## src/rtl/core/oit_pkg.sv

```systemverilog
// ----------------------------------------------------------------------------
// oit_pkg
// Shared types and codes for the ordered item table: transaction payloads,
// per-cell compare flags and the cell shift commands.
// ----------------------------------------------------------------------------
package oit_pkg;

   localparam int POS_W       = 7;
   localparam int CAP_W       = 7;
   localparam int FUNC_W      = 3;
   localparam int VAL_FIELD_W = 32;
   localparam int IDX_FIELD_W = 6;
   localparam int CNT_FIELD_W = 7;

   localparam logic [FUNC_W-1:0] FUNC_INSERT_AT     = 3'd0;
   localparam logic [FUNC_W-1:0] FUNC_INSERT_SORTED = 3'd1;
   localparam logic [FUNC_W-1:0] FUNC_ERASE         = 3'd2;
   localparam logic [FUNC_W-1:0] FUNC_REMOVE_ALL    = 3'd3;
   localparam logic [FUNC_W-1:0] FUNC_READ          = 3'd4;
   localparam logic [FUNC_W-1:0] FUNC_WRITE         = 3'd5;
   localparam logic [FUNC_W-1:0] FUNC_FIND          = 3'd6;

   localparam logic [CAP_W-1:0] CAP_RESET = 7'd64;

   typedef struct packed {
      logic [FUNC_W-1:0]      func;
      logic [POS_W-1:0]       position;
      logic [VAL_FIELD_W-1:0] item_value;
   } oit_req_type;

   typedef struct packed {
      logic                   status;
      logic [IDX_FIELD_W-1:0] result_index;
      logic [CNT_FIELD_W-1:0] removed_count;
      logic [VAL_FIELD_W-1:0] read_value;
      logic [CNT_FIELD_W-1:0] entry_count;
      logic                   is_empty;
   } oit_rsp_type;

   // Compare results a cell registers against the pending request
   typedef struct packed {
      logic live;    // slot below the fill count
      logic eq;      // stored value equals request value
      logic le;      // request value not above stored value
      logic at;      // slot index equals request position
      logic ge_pos;  // slot index at or above request position
   } oit_flags_type;

   typedef enum logic [1:0] {
      CMD_HOLD,
      CMD_LOAD,
      CMD_LEFT,
      CMD_RIGHT
   } oit_cmd_type;

endpackage

```

## src/rtl/core/oit_scan.sv

```systemverilog
// ----------------------------------------------------------------------------
// oit_scan
// First-hit search across the cell row: inclusive prefix OR of the hit
// vector, any-hit flag and binary index of the first hit.
// ----------------------------------------------------------------------------
module oit_scan
   import oit_pkg::*;
#(
   parameter int DEPTH = 64
) (
   input  logic [DEPTH-1:0]          hit,
   output logic [DEPTH-1:0]          incl,
   output logic                      any,
   output logic [$clog2(DEPTH)-1:0]  first_idx
);

   localparam int IDX_W = $clog2(DEPTH);

   logic [DEPTH-1:0] prefix;
   logic [DEPTH-1:0] first;
   logic [IDX_W-1:0] idx;

   always_comb begin
      prefix = hit;
      // log-depth prefix OR
      for (int s = 1; s < DEPTH; s = s * 2) begin
         prefix = prefix | (prefix << s);
      end
      first = prefix & ~(prefix << 1);
      idx = '0;
      for (int i = 0; i < DEPTH; i++) begin
         if (first[i]) begin
            idx = idx | IDX_W'(i);
         end
      end
   end

   assign incl      = prefix;
   assign any       = prefix[DEPTH-1];
   assign first_idx = idx;

endmodule

```

## config.mk

```make
export PLATFORM = sky130hd
export DESIGN_NAME = oit_scan
export DESIGN_NICKNAME = d
export VERILOG_FILES = /design/src/rtl/core/oit_pkg.sv /design/src/rtl/core/oit_scan.sv
export SDC_FILE = /design/constraint.sdc
export NUM_CORES = 1
export LEC_CHECK = 0
export BUFFER_PORTS_ARGS = -buffer_cell sky130_fd_sc_hd__buf_2
export CORE_ASPECT_RATIO = 0.7
export CORE_MARGIN = 5
export CORE_UTILIZATION = 36
export DETAILED_ROUTE_END_ITERATION = 6
export GPL_ROUTABILITY_DRIVEN = 0
export GPL_TIMING_DRIVEN = 0
export PLACE_DENSITY = 0.84
export SLEW_MARGIN = 20
export SYNTH_ARGS = -nofsm -noshare
export SYNTH_HDL_FRONTEND = slang
export SYNTH_SLANG_ARGS = --single-unit
export TNS_END_PERCENT = 10
```

## constraint.sdc

```tcl
create_clock -name vclk -period 2.4
set_input_delay 0.12 -clock vclk [all_inputs]
set_output_delay 0.12 -clock vclk [all_outputs]
set_load 0.01 [all_outputs]
```

==> results.sh <==
export IMPL_status="finished with violations"
export IMPL_violations="setup timing"
export IMPL_cp_cell_sequence="buf_2 -> or4_4 -> nor4_4 -> and4_1 -> buf_6 -> inv_6 -> or3_4 -> mux2_4 -> nor4_4 -> o2111ai_2 -> buf_2"
export IMPL_fp_row_count=19
export IMPL_core_um2=3994
export IMPL_seq_area_um2=0
export IMPL_synth_compound_area_frac=0.1992
export IMPL_rsz0062_at_grt="yes"
export IMPL_diodes=0
export IMPL_grt_antenna_before_repair=0
export IMPL_crit_type="primary input to primary output"
export IMPL_synth_mux_area_frac=0.01660
export IMPL_grt_pass1_vias=2442
export IMPL_worstPathMaxFanout=10
export IMPL_port_buffer_count=133
export IMPL_critPathMaxStageDelay_ps=560
export IMPL_dieArea_um2=5603
export IMPL_grt_total_usage=0.2452
export IMPL_synth_seq_area_share=0
export IMPL_nFlopsAndLatches=0
export IMPL_critPathSlowestCell="or4_4"
export IMPL_ant_nets=0
export IMPL_netlist_area_um2=1508
export IMPL_report_final_slew_viol_count=0
export IMPL_synthTopCellsByArea="nor2_1 (8.5%), nor3_1 (8.0%), nand3_1 (6.6%)"
export IMPL_worstMarginPinSlew_ps=629.5
export IMPL_fp_dieH_um=64.15
export IMPL_mostFrequentLayoutCells="buf_2 (133), nor2_1 (31), nor3_1 (20), nand3_1 (20), inv_1 (19)"
export IMPL_critPathLaunchType="primary input"
export IMPL_syn_avg_cell_area_um2=5.913
export IMPL_end_kind="primary output"
export IMPL_irDropWorstVdd_uv=53.06
export IMPL_layout_drive_gt1_share=0.5038
export IMPL_synth_top_family_by_area="simple AND/OR/NAND/NOR gates"
export IMPL_final_period_utilization=1.138
export IMPL_synth_simple_area_share=0.6805
export IMPL_setup_slack_ps=-332.2
export IMPL_synth_top_area_frac=0.08465
export IMPL_dp_cells=440
export IMPL_wl_um=7539
export IMPL_die_w_um=87.35
export IMPL_ios=135
export IMPL_ys_warn_count=0
export IMPL_synth_top_cell_by_area="nor2_1"
export IMPL_syn_to_final_growth_pct=65.15
export IMPL_post_route_util=0.6234
export IMPL_period_needed_ps=2732
export IMPL_cp_buffers_inverters=4
export IMPL_synthAdderAreaFrac=0
export IMPL_slew_headroom=0.5771
export IMPL_fmax_mhz=366.0
export IMPL_overflow=0
export IMPL_p_leak_nw=0.9394
export IMPL_final_nets=459
export IMPL_finalHoldViolCount=0
export IMPL_viasPerCell=5.984
export IMPL_drv_cap=0
export IMPL_tns_ps=-1554
export IMPL_drt_pass1_iterations=6
export IMPL_dp_final_hpwl_um=6143
export IMPL_grt_pass1_wl_um=11500
export IMPL_synth_nets=319
export IMPL_holdBufCountCts=0
export IMPL_arrival_ps=2610
export IMPL_setup_violations_final=7
export IMPL_stdcell_count=445
export IMPL_n_clock_buffer=0
export IMPL_start_util=0.3775
export IMPL_crit_required_ps=2280
export IMPL_powerDensity_nw_per_um2=69.71
export IMPL_routedWlPerCell_um=16.94
export IMPL_dp_worst_setup_slack_ps=-733.0
export IMPL_grt_max_degree=11
export IMPL_min_path_type="primary input to primary output"
export IMPL_remaining_drc_errors=0
export IMPL_postSynthCellCount=255
export IMPL_cp_top_family="simple AND/OR/NAND/NOR gates"
export IMPL_synth_xor_area_share=0
export IMPL_dr_total_vias=2663
export IMPL_synth_cell_type_count=52
export IMPL_final_common_cell="buf_2"
export IMPL_drtIter0Drc=254
==> routing by layer <==
layer  share of wire  track usage
met1            0.41       0.3520
met2            0.44       0.3947
met3            0.13      0.04108
met4           0.011      0.02682
met5               0            0
==> area by class of cell <==
class              count  area, µm²
multi-input cells    222       1559
fillers              400       1504
repair buffers       139      710.7
inverters             25      98.84
well taps             52      65.06
plain buffers          7      56.30
==> cells by family after synthesis <==
kind of cell / count (synthesis)
AO/OA/AOI/OAI: 42
buffers and inverters: 33
multiplexers: 2
AND/OR/NAND/NOR: 178
==> synth_stat cells, types with 5 or more instances <==
master / count
or2_2: 7
nand2b_1: 7
inv_1: 21
nor4_1: 10
a21oi_1: 10
nand3_1: 20
or3_1: 16
nand4_1: 5
nand2_1: 18
nor2_1: 34
nor3_1: 24
or4_1: 8
==> through the flow <==
| step | instance area, µm² | hold WS [ps] | power, W |
|---|---|---|---|
| global placement | 2280 | 541.6 | 0.0001511 |
| floorplan | 1549 | 328.1 | 0.00005845 |
| detailed placement | 2280 | 553.2 | 0.0001555 |
| CTS | 2444 | 553.7 | 0.0001651 |
| finish | 2490 | 551.7 | 0.0001736 |
| global route | 2490 | 564.3 | 0.0001894 |
==> repair_timing <==
item / CTS / global route
pin swaps: 6 / 5
resized for setup: 25 / 8
setup buffers: 5 / 1
setup endpoints to repair: 11 / 8
==> worst min-delay path, stage by stage <==
cell and delay (ps):
buf_2 100, or3_1 90, buf_2 120
==> report_power, final <==
group	total [W]	switching (W)	internal [W]	leakage, nW
Combinational	0.000174	0.000101	0.0000726	0.939
Clock	0	0	0	0
Sequential	0	0	0	0
==> final timing paths <==
path              startpoint  slack [ps]            to  cells past startpoint
setup / recovery     hit[37]        -330  first_idx[5]                     11
hold / removal       hit[18]         550      incl[18]                      3
Power figures use the tool's default switching activity.
