## config.mk

```make
export PLATFORM = sky130hd
export DESIGN_NAME = oit_cell
export DESIGN_NICKNAME = d
export VERILOG_FILES = /design/src/rtl/core/oit_pkg.sv /design/src/rtl/core/oit_cell.sv
export SDC_FILE = /design/constraint.sdc
export NUM_CORES = 1
export LEC_CHECK = 0
export BUFFER_PORTS_ARGS = -buffer_cell sky130_fd_sc_hd__clkbuf_2
export CAP_MARGIN = 20
export CORE_ASPECT_RATIO = 1.25
export CORE_MARGIN = 4
export CORE_UTILIZATION = 44
export DETAILED_ROUTE_END_ITERATION = 8
export MAX_ROUTING_LAYER = met4
export PLACE_DENSITY = 0.9
export SYNTH_ARGS = -nofsm -noshare
export SYNTH_HDL_FRONTEND = slang
export SYNTH_SLANG_ARGS = --single-unit
```

## constraint.sdc

```tcl
create_clock -name clock -period 2.3 [get_ports clock]
set_clock_uncertainty 0.2 [all_clocks]
set_input_delay 0.46 -clock clock [delete_from_list [all_inputs] [get_ports clock]]
set_output_delay 0.46 -clock clock [all_outputs]
set_load 0.01 [all_outputs]
```

## src/rtl/core/oit_pkg.sv

```systemverilog
// ----------------------------------------------------------------------------
// oit_pkg
// Shared types and codes for the ordered item table: transaction payloads,
// per-cell compare flags and the cell shift commands.
// ----------------------------------------------------------------------------
package oit_pkg;

   localparam int POS_W       = 7;
   localparam int CAP_W       = 7;
   localparam int FUNC_W      = 3;
   localparam int VAL_FIELD_W = 32;
   localparam int IDX_FIELD_W = 6;
   localparam int CNT_FIELD_W = 7;

   localparam logic [FUNC_W-1:0] FUNC_INSERT_AT     = 3'd0;
   localparam logic [FUNC_W-1:0] FUNC_INSERT_SORTED = 3'd1;
   localparam logic [FUNC_W-1:0] FUNC_ERASE         = 3'd2;
   localparam logic [FUNC_W-1:0] FUNC_REMOVE_ALL    = 3'd3;
   localparam logic [FUNC_W-1:0] FUNC_READ          = 3'd4;
   localparam logic [FUNC_W-1:0] FUNC_WRITE         = 3'd5;
   localparam logic [FUNC_W-1:0] FUNC_FIND          = 3'd6;

   localparam logic [CAP_W-1:0] CAP_RESET = 7'd64;

   typedef struct packed {
      logic [FUNC_W-1:0]      func;
      logic [POS_W-1:0]       position;
      logic [VAL_FIELD_W-1:0] item_value;
   } oit_req_type;

   typedef struct packed {
      logic                   status;
      logic [IDX_FIELD_W-1:0] result_index;
      logic [CNT_FIELD_W-1:0] removed_count;
      logic [VAL_FIELD_W-1:0] read_value;
      logic [CNT_FIELD_W-1:0] entry_count;
      logic                   is_empty;
   } oit_rsp_type;

   // Compare results a cell registers against the pending request
   typedef struct packed {
      logic live;    // slot below the fill count
      logic eq;      // stored value equals request value
      logic le;      // request value not above stored value
      logic at;      // slot index equals request position
      logic ge_pos;  // slot index at or above request position
   } oit_flags_type;

   typedef enum logic [1:0] {
      CMD_HOLD,
      CMD_LOAD,
      CMD_LEFT,
      CMD_RIGHT
   } oit_cmd_type;

endpackage

```

## src/rtl/core/oit_cell.sv

```systemverilog
// ----------------------------------------------------------------------------
// oit_cell
// One slot of the table row: holds a value, takes a neighbor's value or the
// request value on command, and registers its compare flags.
// ----------------------------------------------------------------------------
module oit_cell
   import oit_pkg::*;
#(
   parameter int DEPTH       = 64,
   parameter int VALUE_WIDTH = 32,
   parameter int INDEX       = 0
) (
   input  logic                        clock,
   input  oit_cmd_type                 cmd,
   input  logic [VALUE_WIDTH-1:0]      load_val,
   input  logic [VALUE_WIDTH-1:0]      left_val,
   input  logic [VALUE_WIDTH-1:0]      right_val,
   input  logic [POS_W-1:0]            req_pos,
   input  logic [$clog2(DEPTH+1)-1:0]  count,
   output logic [VALUE_WIDTH-1:0]      value,
   output oit_flags_type               flags
);

   localparam int CNT_W = $clog2(DEPTH + 1);
   localparam int CMP_W = (CNT_W > POS_W) ? CNT_W : POS_W;
   localparam logic [CMP_W-1:0] SLOT = CMP_W'(INDEX);

   logic [VALUE_WIDTH-1:0] value_ff;
   logic [VALUE_WIDTH-1:0] value_in;
   oit_flags_type          flags_ff;
   oit_flags_type          flags_in;
   logic [CMP_W-1:0]       pos_ext;
   logic [CMP_W-1:0]       cnt_ext;

   always_comb begin
      pos_ext = CMP_W'(req_pos);
      cnt_ext = CMP_W'(count);
      flags_in.live   = SLOT < cnt_ext;
      flags_in.eq     = value_ff == load_val;
      flags_in.le     = load_val <= value_ff;
      flags_in.at     = SLOT == pos_ext;
      flags_in.ge_pos = SLOT >= pos_ext;
   end

   always_comb begin
      case (cmd)
         CMD_LOAD:  value_in = load_val;
         CMD_LEFT:  value_in = left_val;
         CMD_RIGHT: value_in = right_val;
         default:   value_in = value_ff;
      endcase
   end

   always_ff @(posedge clock) begin
      value_ff <= value_in;
      flags_ff <= flags_in;
   end

   assign value = value_ff;
   assign flags = flags_ff;

endmodule

```

==> results.tsv <==
metric	value	unit
status	finished, final reports clean	
path_buf_inv	1	
syn_inst	267	
drtIter0Drc	99	
synth_area_per_cell	9.69	um^2
power	1.88	mW
hold_viol	0	
cts.sinks	37	
cts_tree	built	
maxSlewViolCount	0	
crit_arrival	1860	ps
p_comb_frac	0.298	
p_clk_frac	0.249	
drive_above_1_share	0.398	
worst_slew_pin_slew	398	ps
hold_path_end	flags[1]	
setup_viol	0	
startpoint_type	flop	
layout_common_cells	clkbuf_2 (149), a21oi_1 (43), nor2_1 (35), inv_1 (33)	
whs_path_depth	2	
grt_max_degree	45	
switching_share	0.297	
crit_type	flop to flop	
drv_cap	0	
power.leakage	1.92	nW
synth_cell_types	35	
die_y	93.7	um
grt_pass1_vias	2470	
design.portCount	150	
synth_nets	412	
rsz0062_at_grt	no	
r2r_cells	7	
clockBufferDepth	2	
routed_via_density	5.19	
hp-start	req_pos[0]	
timing.final.ws_setup	458	ps
hp-class	primary input to flop	
postRouteAntennaNets	0	
port_buffers	149	
synthMuxAreaShare	0.124	
p_sw	0.559	mW
post_cts_buffers	0	
post_drt_wl_per_cell	13.9	um
final_common_cell	clkbuf_2	
slew_headroom	0.734	
core-area	5560	um^2
worstSetupPathDepth	7	
cpLargestDelayFamily	compound AO/OA/AOI/OAI gates	
track_usage	0.194	
cts.clk_slew.worst_paths	80	ps
synth_area_leaders	edfxtp_1 (37%), ha_1 (15%), mux2i_1 (12%)	
antenna_found_initial	0	
grt_pass1_wl	10800	um
yosysTopAreaCell	edfxtp_1	
crit_chain	inv_1 -> ha_1 -> a21oi_1 -> o21ai_1 -> a221oi_1 -> o31ai_1 -> o21bai_1	
place_ws	275	ps
p_per_area	535	nW/um^2
synthAdderAreaFrac	0.155	
yosys.area_share.simple	0.123	
synth_xor_area_frac	0	
share_seq_of_total_power	0.453	
wirelength	6740	um
hold_buffers	0	
grt_overflow	0	
fin_nets	564	
synth_compound_area_frac	0.119	
globalplace.congestion	0.778	
worst_setup_path_end_kind	flop	
synth-seq-cells	37	
cp_slowest_stage_delay	350	ps
hpwl	5790	um
insertion_delay	280	ps
die_x	76.6	um
intPower	1.32	mW
crit_fanout	3	
root_buffer	clkbuf_8	
setup-tns-final	0	ps
start_util	0.466	
synth_top_family_by_area	adder cells	
max_freq	543	MHz
numCtsBuffers	5	
syn_area	2590	um^2
fin_crit_sh	0.801	
cp_data_required_time	2320	ps
die_area	7180	um^2
cts-htree-levels	2	
detail_route.first_pass.iterations	4	
r2r_slack	460	ps
synth.yosys.seq_area_share	0.410	
r2r_start	value[27]	
vias	2510	
cts_resized	0	
crit_slowest_cell	edfxtp_1	
post-route-min-period	1840	ps
drc	0	
diodes	0	
r2r-end	flags[2]	
syn_to_final_growth	35.8	%
rows	30	
synth_warnings	0	
vdd_ir_drop_max	0.252	mV
yosysTopAreaCellShare	0.371	
worst max-delay path by stage:
stage / startpoint / slack (ps) / to
floorplan: cmd[0] / 120 / value[0]
global placement: load_val[27] / 360 / flags[2]
detailed placement: load_val[27] / 280 / flags[2]
CTS: value[27] / 420 / flags[2]
global route: value[27] / 270 / flags[2]
finish: value[27] / 460 / flags[2]
area by class of cell:
type,count,area [um^2]
flip-flops and latches,37,1060
multi-input cells,186,1350
inverters,33,124
repair buffers,156,811
well taps,64,80.1
fillers,486,2040
clock buffers,8,90.1
power groups by stage:
stage | Clock (mW) | Sequential (mW) | Combinational (mW)
CTS | 0.484 | 0.853 | 0.569
global route | 0.522 | 0.862 | 0.634
global placement | 0 | 0.864 | 0.541
finish | 0.469 | 0.852 | 0.560
floorplan | 0 | 0.900 | 0.274
detailed placement | 0 | 0.868 | 0.565
sequential cells by signal (all words and copies together) (netlist names):
signal / cells
flags: 5
value: 32
per-layer routing:
layer | routed length [um] | vias up | track usage
met1 | 2680 | 1133 | 0.207
met5 | 0 | - | -
met3 | 539 | 2 | 0.0441
met4 | 31 | 0 | 0.0514
met2 | 3490 | 115 | 0.362
li1 | - | 1260 | -
cell families after synthesis:
kind of cell | after synthesis
adder cells (fa/ha/maj) | 32
AND/OR/NAND/NOR | 66
buffers and inverters | 44
AO/OA/AOI/OAI | 56
multiplexers | 32
flip-flops | 37
cells in the mapped netlist:
cell type,count
nor2_2,1
nand3_2,1
buf_1,2
mux2i_1,32
buf_2,2
nor2b_1,1
buf_4,3
o211ai_1,1
nand2_2,1
nand2b_1,1
nand2_1,10
edfxtp_1,32
o21bai_1,1
nand3_1,3
nor2_1,35
nor4_1,3
clkbuf_1,4
nor3_4,1
o211a_1,1
a221oi_1,3
o31ai_1,1
a21o_1,1
o21ai_0,1
nand4_2,1
nor3_1,1
or2_1,1
o21ai_1,3
a21oi_1,43
or4_1,1
and4_1,1
nand4_1,4
a31oi_1,1
ha_1,32
dfxtp_1,5
inv_1,33
worst reg2reg max path: cells and delay by family, from the launching register on:
| kind | cells | cell delay [ps] |
|---|---|---|
| flops | 1 | 350 |
| buf+inv | 1 | 50 |
| compound gates | 5 | 860 |
| fa+ha+maj | 1 | 320 |
metrics by stage:
step           cell area [um^2]  hold WS [ps]  cells   util
6_report                   3510           143    484  0.632
2_1_floorplan              2590           336    267      -
3_5_place_dp               3420           444    476  0.616
4_1_cts                    3510           133    484  0.632
3_3_place_gp               3420           442    476  0.616
5_1_grt                    3510           123    484  0.632
No activity file was read; power rests on OpenSTA's default activity.
